`config.mk`:
```
export PLATFORM = sky130hd
export DESIGN_NAME = reader_response_frame_checker_top_flat
export DESIGN_NICKNAME = d
export VERILOG_FILES = /design/src/rtl/rrfc_pkg.sv /design/src/rtl/rrfc_if.sv /design/src/rtl/reader_response_frame_checker_top.sv /design/src/flat_wrapper.sv
export SDC_FILE = /design/constraint.sdc
export NUM_CORES = 1
export LEC_CHECK = 0
export ABC_AREA = 1
export ABC_CLOCK_PERIOD_IN_PS = 4100
export BUFFER_PORTS_ARGS = -buffer_cell sky130_fd_sc_hd__buf_2
export CAP_MARGIN = 20
export CORE_MARGIN = 2
export CORE_UTILIZATION = 45
export CTS_CLUSTER_SIZE = 12
export DETAILED_ROUTE_END_ITERATION = 6
export GPL_TIMING_DRIVEN = 0
export PLACE_DENSITY = 0.71
export SYNTH_ARGS = -nofsm -noshare
export SYNTH_HDL_FRONTEND = slang
export SYNTH_SLANG_ARGS = --single-unit
```
`constraint.sdc`:
```
create_clock -name clk -period 4.1 [get_ports clk]
set_input_delay 0.205 -clock clk [delete_from_list [all_inputs] [get_ports clk]]
set_output_delay 0.205 -clock clk [all_outputs]
set_load 0.03 [all_outputs]
```
`src/rtl/rrfc_pkg.sv`:
```
// ---------------------------------------------------------------------------
// rrfc_pkg
// Constants and status codes for the reader response frame checker.
// ---------------------------------------------------------------------------
`default_nettype none

package rrfc_pkg;

	// frame framing bytes
	localparam logic [7:0] START_BYTE = 8'hEA;
	localparam logic [7:0] TRAIL_HI   = 8'h90;
	localparam logic [7:0] TRAIL_LO   = 8'h00;

	// frame position counter
	localparam int unsigned COUNT_W = 17;
	localparam logic [COUNT_W-1:0] COUNT_MAX = {COUNT_W{1'b1}};

	// fixed positions inside the frame
	localparam logic [COUNT_W-1:0] POS_START  = 17'd0;
	localparam logic [COUNT_W-1:0] POS_CLASS  = 17'd1;
	localparam logic [COUNT_W-1:0] POS_SUB    = 17'd2;
	localparam logic [COUNT_W-1:0] POS_LEN_HI = 17'd3;
	localparam logic [COUNT_W-1:0] POS_LEN_LO = 17'd4;
	localparam logic [COUNT_W-1:0] POS_DATA   = 17'd5;

	// frame overhead around the data section
	localparam logic [COUNT_W:0] FRAME_OVERHEAD = 18'd7;

	// reader error data lengths
	localparam logic [15:0] LEN_CODE1 = 16'd1;
	localparam logic [15:0] LEN_CODE2 = 16'd2;

	// status codes
	typedef enum logic [2:0] {
		ST_OK      = 3'd0,
		ST_HEADER  = 3'd1,
		ST_TRAILER = 3'd2,
		ST_TYPE    = 3'd3,
		ST_LENGTH  = 3'd4,
		ST_READER  = 3'd5,
		ST_LRC     = 3'd6
	} status_t;

	// register indexes
	localparam logic [1:0] REG_CLASS    = 2'd0;
	localparam logic [1:0] REG_SUBTYPE  = 2'd1;
	localparam logic [1:0] REG_CHECKLRC = 2'd2;

	// register reset values
	localparam logic [7:0] CLASS_RST    = 8'h05;
	localparam logic [7:0] SUBTYPE_RST  = 8'h01;
	localparam logic       CHECKLRC_RST = 1'b1;

endpackage

`default_nettype wire

```
`src/rtl/rrfc_if.sv`:
```
// ---------------------------------------------------------------------------
// rrfc_if
// Valid/ready channels for received bytes and per-byte check results.
// ---------------------------------------------------------------------------
`default_nettype none

// received byte channel
interface rrfc_in_if;
	logic       valid;
	logic       ready;
	logic [7:0] rx_byte;
	logic       last_byte;

	modport source (output valid, output rx_byte, output last_byte, input ready);
	modport sink   (input valid, input rx_byte, input last_byte, output ready);
endinterface

// result channel
interface rrfc_out_if;
	logic        valid;
	logic        ready;
	logic        payload_valid;
	logic [7:0]  payload_byte;
	logic [15:0] payload_index;
	logic        frame_done;
	logic [2:0]  status;
	logic [15:0] reader_code;
	logic [31:0] lead_word;

	modport source (
		output valid, output payload_valid, output payload_byte, output payload_index,
		output frame_done, output status, output reader_code, output lead_word,
		input ready
	);
	modport sink (
		input valid, input payload_valid, input payload_byte, input payload_index,
		input frame_done, input status, input reader_code, input lead_word,
		output ready
	);
endinterface

`default_nettype wire

```
`src/rtl/reader_response_frame_checker_top.sv`:
```
// ---------------------------------------------------------------------------
// reader_response_frame_checker_top
// Byte-wise checker for framed reader responses with XOR LRC.
// ---------------------------------------------------------------------------
// One request carries one received frame byte and produces exactly one result
// in the next cycle: data bytes come out with their index, and the byte marked
// last also carries the frame status, reader error code and lead word. A new
// byte is taken every cycle while the result register is empty or being
// drained; the frame state (position counter, length, LRC and lead word) is
// updated as each byte is taken. Type bytes are compared with the register
// values current when each byte arrives.
`default_nettype none

module reader_response_frame_checker_top (
	input  wire         clk,
	input  wire         arst_n,
	rrfc_in_if.sink     in_ch,
	rrfc_out_if.source  out_ch,
	input  wire         psel,
	input  wire         penable,
	input  wire         pwrite,
	input  wire  [3:0]  paddr,
	input  wire  [31:0] pwdata,
	output logic [31:0] prdata,
	output logic        pready
);
	import rrfc_pkg::*;

	// configuration registers
	logic [7:0] class_q;
	logic [7:0] subtype_q;
	logic       check_lrc_q;

	// frame state
	logic [COUNT_W-1:0] byte_count_q;
	logic               header_bad_q;
	logic               type_bad_q;
	logic [7:0]         length_high_q;
	logic [15:0]        data_length_q;
	logic [7:0]         lrc_q;
	logic [7:0]         prev_byte_q;
	logic [31:0]        lead_q;

	// result register
	logic        out_valid_q;
	logic        pvalid_q;
	logic [7:0]  pbyte_q;
	logic [15:0] pindex_q;
	logic        done_q;
	status_t     status_q;
	logic [15:0] code_q;
	logic [31:0] lead_word_q;

	// next-state and result logic
	logic               accept;
	logic [7:0]         b;
	logic [COUNT_W-1:0] pos;
	logic [COUNT_W-1:0] idx;
	logic               in_data;
	logic               header_bad_n;
	logic               type_bad_n;
	logic [7:0]         length_high_n;
	logic [15:0]        data_length_n;
	logic [7:0]         lrc_n;
	logic [31:0]        lead_n;
	logic               trailer_ok;
	logic [COUNT_W:0]   total;
	logic [COUNT_W:0]   expect_total;
	status_t            status_n;
	logic [15:0]        code_n;

	assign pready = 1'b1;

	// register write and read
	always_ff @(posedge clk or negedge arst_n) begin
		if (!arst_n) begin
			class_q     <= CLASS_RST;
			subtype_q   <= SUBTYPE_RST;
			check_lrc_q <= CHECKLRC_RST;
		end else if (psel && penable && pwrite && pready) begin
			case (paddr[3:2])
				REG_CLASS:    class_q     <= pwdata[7:0];
				REG_SUBTYPE:  subtype_q   <= pwdata[7:0];
				REG_CHECKLRC: check_lrc_q <= pwdata[0];
				default: ;
			endcase
		end
	end

	always_comb begin
		case (paddr[3:2])
			REG_CLASS:    prdata = {24'd0, class_q};
			REG_SUBTYPE:  prdata = {24'd0, subtype_q};
			REG_CHECKLRC: prdata = {31'd0, check_lrc_q};
			default:      prdata = 32'd0;
		endcase
	end

	// handshake: take a byte when the result register is free or draining
	assign in_ch.ready = !out_valid_q || out_ch.ready;
	assign accept      = in_ch.valid && in_ch.ready;

	// decode the byte against the frame position
	always_comb begin
		b             = in_ch.rx_byte;
		pos           = byte_count_q;
		idx           = pos - POS_DATA;
		header_bad_n  = header_bad_q;
		type_bad_n    = type_bad_q;
		length_high_n = length_high_q;
		data_length_n = data_length_q;
		lrc_n         = lrc_q;
		lead_n        = lead_q;
		in_data       = 1'b0;
		case (pos)
			POS_START:  header_bad_n = (b != START_BYTE);
			POS_CLASS:  if (b != class_q) type_bad_n = 1'b1;
			POS_SUB:    if (b != subtype_q) type_bad_n = 1'b1;
			POS_LEN_HI: length_high_n = b;
			POS_LEN_LO: data_length_n = {length_high_q, b};
			default: begin
				if (pos != COUNT_MAX && idx < {1'b0, data_length_q}) begin
					in_data = 1'b1;
					lrc_n   = lrc_q ^ b;
					case (idx[1:0])
						2'd0: if (idx[COUNT_W-1:2] == '0) lead_n[7:0]   = lead_q[7:0]   | b;
						2'd1: if (idx[COUNT_W-1:2] == '0) lead_n[15:8]  = lead_q[15:8]  | b;
						2'd2: if (idx[COUNT_W-1:2] == '0) lead_n[23:16] = lead_q[23:16] | b;
						default: if (idx[COUNT_W-1:2] == '0) lead_n[31:24] = lead_q[31:24] | b;
					endcase
				end
			end
		endcase
	end

	// frame status, in priority order
	always_comb begin
		trailer_ok   = (pos != POS_START) && (prev_byte_q == TRAIL_HI) && (b == TRAIL_LO);
		total        = {1'b0, pos} + {{COUNT_W{1'b0}}, 1'b1};
		expect_total = {2'b00, data_length_n} + FRAME_OVERHEAD;
		status_n     = ST_OK;
		code_n       = 16'd0;
		if (header_bad_n) begin
			status_n = ST_HEADER;
		end else if (!trailer_ok) begin
			status_n = ST_TRAILER;
		end else if (type_bad_n || pos < POS_SUB) begin
			status_n = ST_TYPE;
		end else if (check_lrc_q) begin
			if (pos == COUNT_MAX || total != expect_total) begin
				status_n = ST_LENGTH;
			end else if (data_length_n == LEN_CODE1) begin
				status_n = ST_READER;
				code_n   = {8'd0, lead_n[7:0]};
			end else if (data_length_n == LEN_CODE2) begin
				status_n = ST_READER;
				code_n   = lead_n[15:0];
			end else if (data_length_n == 16'd0 || lrc_n != 8'd0) begin
				status_n = ST_LRC;
			end
		end
	end

	// frame state update, cleared after the last byte
	always_ff @(posedge clk or negedge arst_n) begin
		if (!arst_n) begin
			byte_count_q  <= '0;
			header_bad_q  <= 1'b0;
			type_bad_q    <= 1'b0;
			length_high_q <= 8'd0;
			data_length_q <= 16'd0;
			lrc_q         <= 8'd0;
			prev_byte_q   <= 8'd0;
			lead_q        <= 32'd0;
		end else if (accept) begin
			if (in_ch.last_byte) begin
				byte_count_q  <= '0;
				header_bad_q  <= 1'b0;
				type_bad_q    <= 1'b0;
				length_high_q <= 8'd0;
				data_length_q <= 16'd0;
				lrc_q         <= 8'd0;
				prev_byte_q   <= 8'd0;
				lead_q        <= 32'd0;
			end else begin
				if (byte_count_q != COUNT_MAX) byte_count_q <= byte_count_q + 1'b1;
				header_bad_q  <= header_bad_n;
				type_bad_q    <= type_bad_n;
				length_high_q <= length_high_n;
				data_length_q <= data_length_n;
				lrc_q         <= lrc_n;
				prev_byte_q   <= b;
				lead_q        <= lead_n;
			end
		end
	end

	// result register valid
	always_ff @(posedge clk or negedge arst_n) begin
		if (!arst_n) begin
			out_valid_q <= 1'b0;
		end else if (in_ch.ready) begin
			out_valid_q <= in_ch.valid;
		end
	end

	// result register payload
	always_ff @(posedge clk) begin
		if (accept) begin
			pvalid_q    <= in_data;
			pbyte_q     <= in_data ? b : 8'd0;
			pindex_q    <= in_data ? idx[15:0] : 16'd0;
			done_q      <= in_ch.last_byte;
			status_q    <= in_ch.last_byte ? status_n : ST_OK;
			code_q      <= in_ch.last_byte ? code_n : 16'd0;
			lead_word_q <= in_ch.last_byte ? lead_n : 32'd0;
		end
	end

	assign out_ch.valid         = out_valid_q;
	assign out_ch.payload_valid = pvalid_q;
	assign out_ch.payload_byte  = pbyte_q;
	assign out_ch.payload_index = pindex_q;
	assign out_ch.frame_done    = done_q;
	assign out_ch.status        = status_q;
	assign out_ch.reader_code   = code_q;
	assign out_ch.lead_word     = lead_word_q;

endmodule

`default_nettype wire
```
`src/flat_wrapper.sv`:
```
// flat-port wrapper written by rule: the top's interface ports become plain ports
module reader_response_frame_checker_top_flat import rrfc_pkg::*;
  (clk, arst_n, psel, penable, pwrite, paddr, pwdata, prdata, pready, in_ch_valid, in_ch_rx_byte, in_ch_last_byte, in_ch_ready, out_ch_valid, out_ch_payload_valid, out_ch_payload_byte, out_ch_payload_index, out_ch_frame_done, out_ch_status, out_ch_reader_code, out_ch_lead_word, out_ch_ready);
  rrfc_in_if in_ch_i ();
  rrfc_out_if out_ch_i ();
  input  wire clk;
  input  wire arst_n;
  input  wire psel;
  input  wire penable;
  input  wire pwrite;
  input  wire  [3:0] paddr;
  input  wire  [31:0] pwdata;
  output logic [31:0] prdata;
  output logic pready;
  input wire logic [$bits(in_ch_i.valid)-1:0] in_ch_valid;
  input wire logic [$bits(in_ch_i.rx_byte)-1:0] in_ch_rx_byte;
  input wire logic [$bits(in_ch_i.last_byte)-1:0] in_ch_last_byte;
  output wire logic [$bits(in_ch_i.ready)-1:0] in_ch_ready;
  output wire logic [$bits(out_ch_i.valid)-1:0] out_ch_valid;
  output wire logic [$bits(out_ch_i.payload_valid)-1:0] out_ch_payload_valid;
  output wire logic [$bits(out_ch_i.payload_byte)-1:0] out_ch_payload_byte;
  output wire logic [$bits(out_ch_i.payload_index)-1:0] out_ch_payload_index;
  output wire logic [$bits(out_ch_i.frame_done)-1:0] out_ch_frame_done;
  output wire logic [$bits(out_ch_i.status)-1:0] out_ch_status;
  output wire logic [$bits(out_ch_i.reader_code)-1:0] out_ch_reader_code;
  output wire logic [$bits(out_ch_i.lead_word)-1:0] out_ch_lead_word;
  input wire logic [$bits(out_ch_i.ready)-1:0] out_ch_ready;
  assign in_ch_i.valid = in_ch_valid;
  assign in_ch_i.rx_byte = in_ch_rx_byte;
  assign in_ch_i.last_byte = in_ch_last_byte;
  assign in_ch_ready = in_ch_i.ready;
  assign out_ch_valid = out_ch_i.valid;
  assign out_ch_payload_valid = out_ch_i.payload_valid;
  assign out_ch_payload_byte = out_ch_i.payload_byte;
  assign out_ch_payload_index = out_ch_i.payload_index;
  assign out_ch_frame_done = out_ch_i.frame_done;
  assign out_ch_status = out_ch_i.status;
  assign out_ch_reader_code = out_ch_i.reader_code;
  assign out_ch_lead_word = out_ch_i.lead_word;
  assign out_ch_i.ready = out_ch_ready;
  reader_response_frame_checker_top u_core (.clk(clk), .arst_n(arst_n), .in_ch(in_ch_i), .out_ch(out_ch_i), .psel(psel), .penable(penable), .pwrite(pwrite), .paddr(paddr), .pwdata(pwdata), .prdata(prdata), .pready(pready));
endmodule
```
==> impl_metrics.tcl <==
set metrics [dict create \
    ir_drop_mv 0.287 \
    globalplace.congestion 0.954 \
    fp-row-count 55 \
    fin_nets 1468 \
    drc 0 \
    hp-class "input port to register" \
    hp-start "pwdata[2]" \
    skew_ns 0.0129 \
    antenna_found_initial 0 \
    synth_common_cells "nand2_1 (279), inv_1 (138), dfrtp_1 (105)" \
    drive_gt1_frac 0.228 \
    clock_latency_ns 0.44 \
    crit_family "simple AND/OR/NAND/NOR gates" \
    antenna_left 0 \
    fin_area_um2 12500 \
    synth_edf_count 77 \
    cts.sinks 186 \
    yosysWarnings 0 \
    reg2reg_from "u_core.byte_count_q[1]" \
    fmax_mhz 256 \
    endpoint_kind "register" \
    crit_arrival_ns 4.10 \
    ys_ff_latch 186 \
    critPathRequiredTime_ns 4.30 \
    firstDrtPassIters 7 \
    power_switching_uw 1830 \
    worst_slack_ns 0.194 \
    p_int_uw 3340 \
    path_buf_inv 4 \
    htreeDepth 4 \
    status "completed" \
    ys.flop_type "dfrtp_1" \
    slowest_delay_ns 0.46 \
    core_area_um2 22600 \
    drt-total-wl_mm 27.9 \
    antenna_cells 0 \
    rsz0062_at_grt "true" \
    synth_cells 1208 \
    path_max_fanout 6 \
    utilization 0.553 \
    place_ws_ns -0.705 \
    slowest_stage "dfrtp_2" \
    whs_path_depth 3 \
    cts.reportedPaths.clkPinSlew_ns 0.08 \
    pwr-share-seq 0.412 \
    synth_cell_type_count 51 \
    yosysMostFrequentCell "nand2_1" \
    wl_per_cell_um 16.5 \
    finalPower_uw 5170 \
    syn_area_um2 10400 \
    drv_slew 0 \
    startpoint_type "register" \
    drtIter0Drc 855 \
    critical_path_class "register to register" \
    ios 164 \
    whs_ns 0.00769 \
    die_w_um 156 \
    synth.largest_area_cell "dfrtp_1" \
    synth-seq-area-share 0.485 \
    fin_crit_ns 3.91 \
    num_vias 9003 \
    p_leak_uw 0.00610 \
    grt_overflow 0 \
    reg2reg_depth 28 \
    avgSynthCellArea_um2 8.61 \
    viasPerCell 5.33 \
    setup_violations 0 \
    grt_max_degree 95 \
    clockBufferDepth 2 \
    grtUsageTotal 0.233 \
    die_h_um 156 \
    dieArea_um2 24400 \
    r2r_slack_ns 0.19 \
    synth_top_area_frac 0.253 \
    reg2reg_to "u_core.out_ch.status[1]" \
    synth_area_leaders "dfrtp_1 (25%), edfxtp_1 (22%), nand2_1 (10%)" \
    grt_pass1_vias 8397 \
    numPortBuffers 111 \
    grt_pass1_wl_mm 43.9 \
    whs_endpoint "u_core.class_q[2]" \
    cts-root-buf "clkbuf_16" \
    worstMarginPinSlew_ns 0.938 \
    drv_cap 0 \
    finalCritPeriodShare 0.953 \
    cts_tree "built" \
    syn_to_final_growth_pct 20.3 \
    cts_buffers 17 \
    sw_frac_of_total 0.354 \
    clkPwrFrac 0.331 \
    crit_top_cell "nand2_1" \
    maxSlewHeadroom 0.373 \
    hpwl_mm 20.7 \
    power_frac_comb 0.257 \
    p_per_area_nw_per_um2 413 \
    async_flop_share 0.586 \
    dpl_cell_area_um2 11500 \
    hold_violations 0 \
    initial_core_util 0.460 \
]
-- what timing repair did --
item	4_1_cts	5_1_grt
setup buffers	5	21
gates resized for setup	19	26
setup endpoints to repair	84	83
hold endpoints to repair	105	0
hold buffers	1	0
pin swaps	4	6
-- layer usage --
layer	up-vias	share of wire	GRT usage
li1	4312	-	-
met1	4271	0.44	0.327
met2	373	0.47	0.368
met3	47	0.072	0.0381
met4	0	0.020	0.0782
met5	-	0	0
-- how the worst max path moves through the flow --
stage                                 startpoint                            to  slack [ns]  cells after the start
after floorplan              u_core.out_ch.valid      u_core.out_ch.frame_done        0.23                      4
after global placement    u_core.byte_count_q[0]  u_core.out_ch.reader_code[0]       -0.65                     22
after detailed placement  u_core.byte_count_q[0]  u_core.out_ch.reader_code[0]       -0.70                     22
after CTS                 u_core.byte_count_q[1]       u_core.out_ch.status[1]        0.03                     28
after global routing      u_core.byte_count_q[1]       u_core.out_ch.status[1]       -0.06                     29
final                     u_core.byte_count_q[1]       u_core.out_ch.status[1]        0.19                     28
-- per-stage QoR --
stage,setup TNS (ns),instances
CTS,0,1667
detailed placement,-30.84,1629
finish,0,1688
global placement,-60.78,1627
floorplan,0,1231
global route,-0.166,1688
-- state kept, by name (all words and copies together), names as in the netlist, 8 cells and up --
signal                       cells
u_core.class_q                   8
u_core.out_ch.payload_byte       8
u_core.out_ch.payload_index     16
u_core.data_length_q            16
u_core.out_ch.lead_word         32
u_core.byte_count_q             17
u_core.lrc_q                     8
u_core.subtype_q                 8
u_core.out_ch.reader_code       16
u_core.prev_byte_q               8
u_core.length_high_q             8
u_core.lead_q                   32
-- placed cells by master, fill, tap and decap left out, types with 5 or more instances in the layout --
cell type  instances
nor2_4            10
nand2_2           10
a21oi_2            5
inv_1            136
clkbuf_1          23
o31ai_1            7
o21ai_0           35
edfxtp_1          77
nand3_1           71
nor4_4             8
o22ai_1           44
o21ai_1           10
inv_2             10
clkinv_8           5
nor3_1             8
clkbuf_16         17
a21oi_1           73
conb_1            25
dfrtp_1          103
nand2_1          278
nand3_2            8
nand4_1           20
nor2_2            20
nand3b_1           5
buf_6              9
buf_4             54
buf_2            113
xor2_1            23
nor2_1            97
nand2_4            7
ha_1              26
-- worst register-to-register path, delay by kind of cell, from the launching register on --
kind	cells	cell delay [ns]
simple gates	20	2.00
fa+ha+maj	2	0.47
flops	1	0.46
buf+inv	4	0.37
compound gates	1	0.19
xor+xnor	1	0.18
-- power groups by stage --
stage	combinational, uW	clock [uW]	sequential (uW)
finish	1330	1710	2130
global route	1460	1800	2140
CTS	1240	1720	2130
detailed placement	1220	0	2170
global placement	1200	0	2170
floorplan	803	0	2250
-- cell families (layout without fill, tap and decap cells) --
group | Yosys count | count (layout) | share of synthesized area
and+or+nand+nor | 563 | 563 | 0.261
buffers and inverters | 215 | 387 | 0.0931
DFF | 186 | 186 | 0.485
AOI/OAI and AO/OA | 184 | 184 | 0.100
xor gates and xnor gates | 32 | 32 | 0.0284
adders and majority gates | 26 | 26 | 0.0313
other | 2 | 25 | 0.000722
-- area by class of cell --
class	count	area [um^2]
inverters	149	567
clock buffers	17	425
multi-input cells	830	4680
fillers	2027	10100
flip-flops and latches	186	5050
clock inverters	15	194
repair buffers	140	827
well taps	285	357
plain buffers	66	424
No activity file was read; power rests on OpenSTA's default activity.
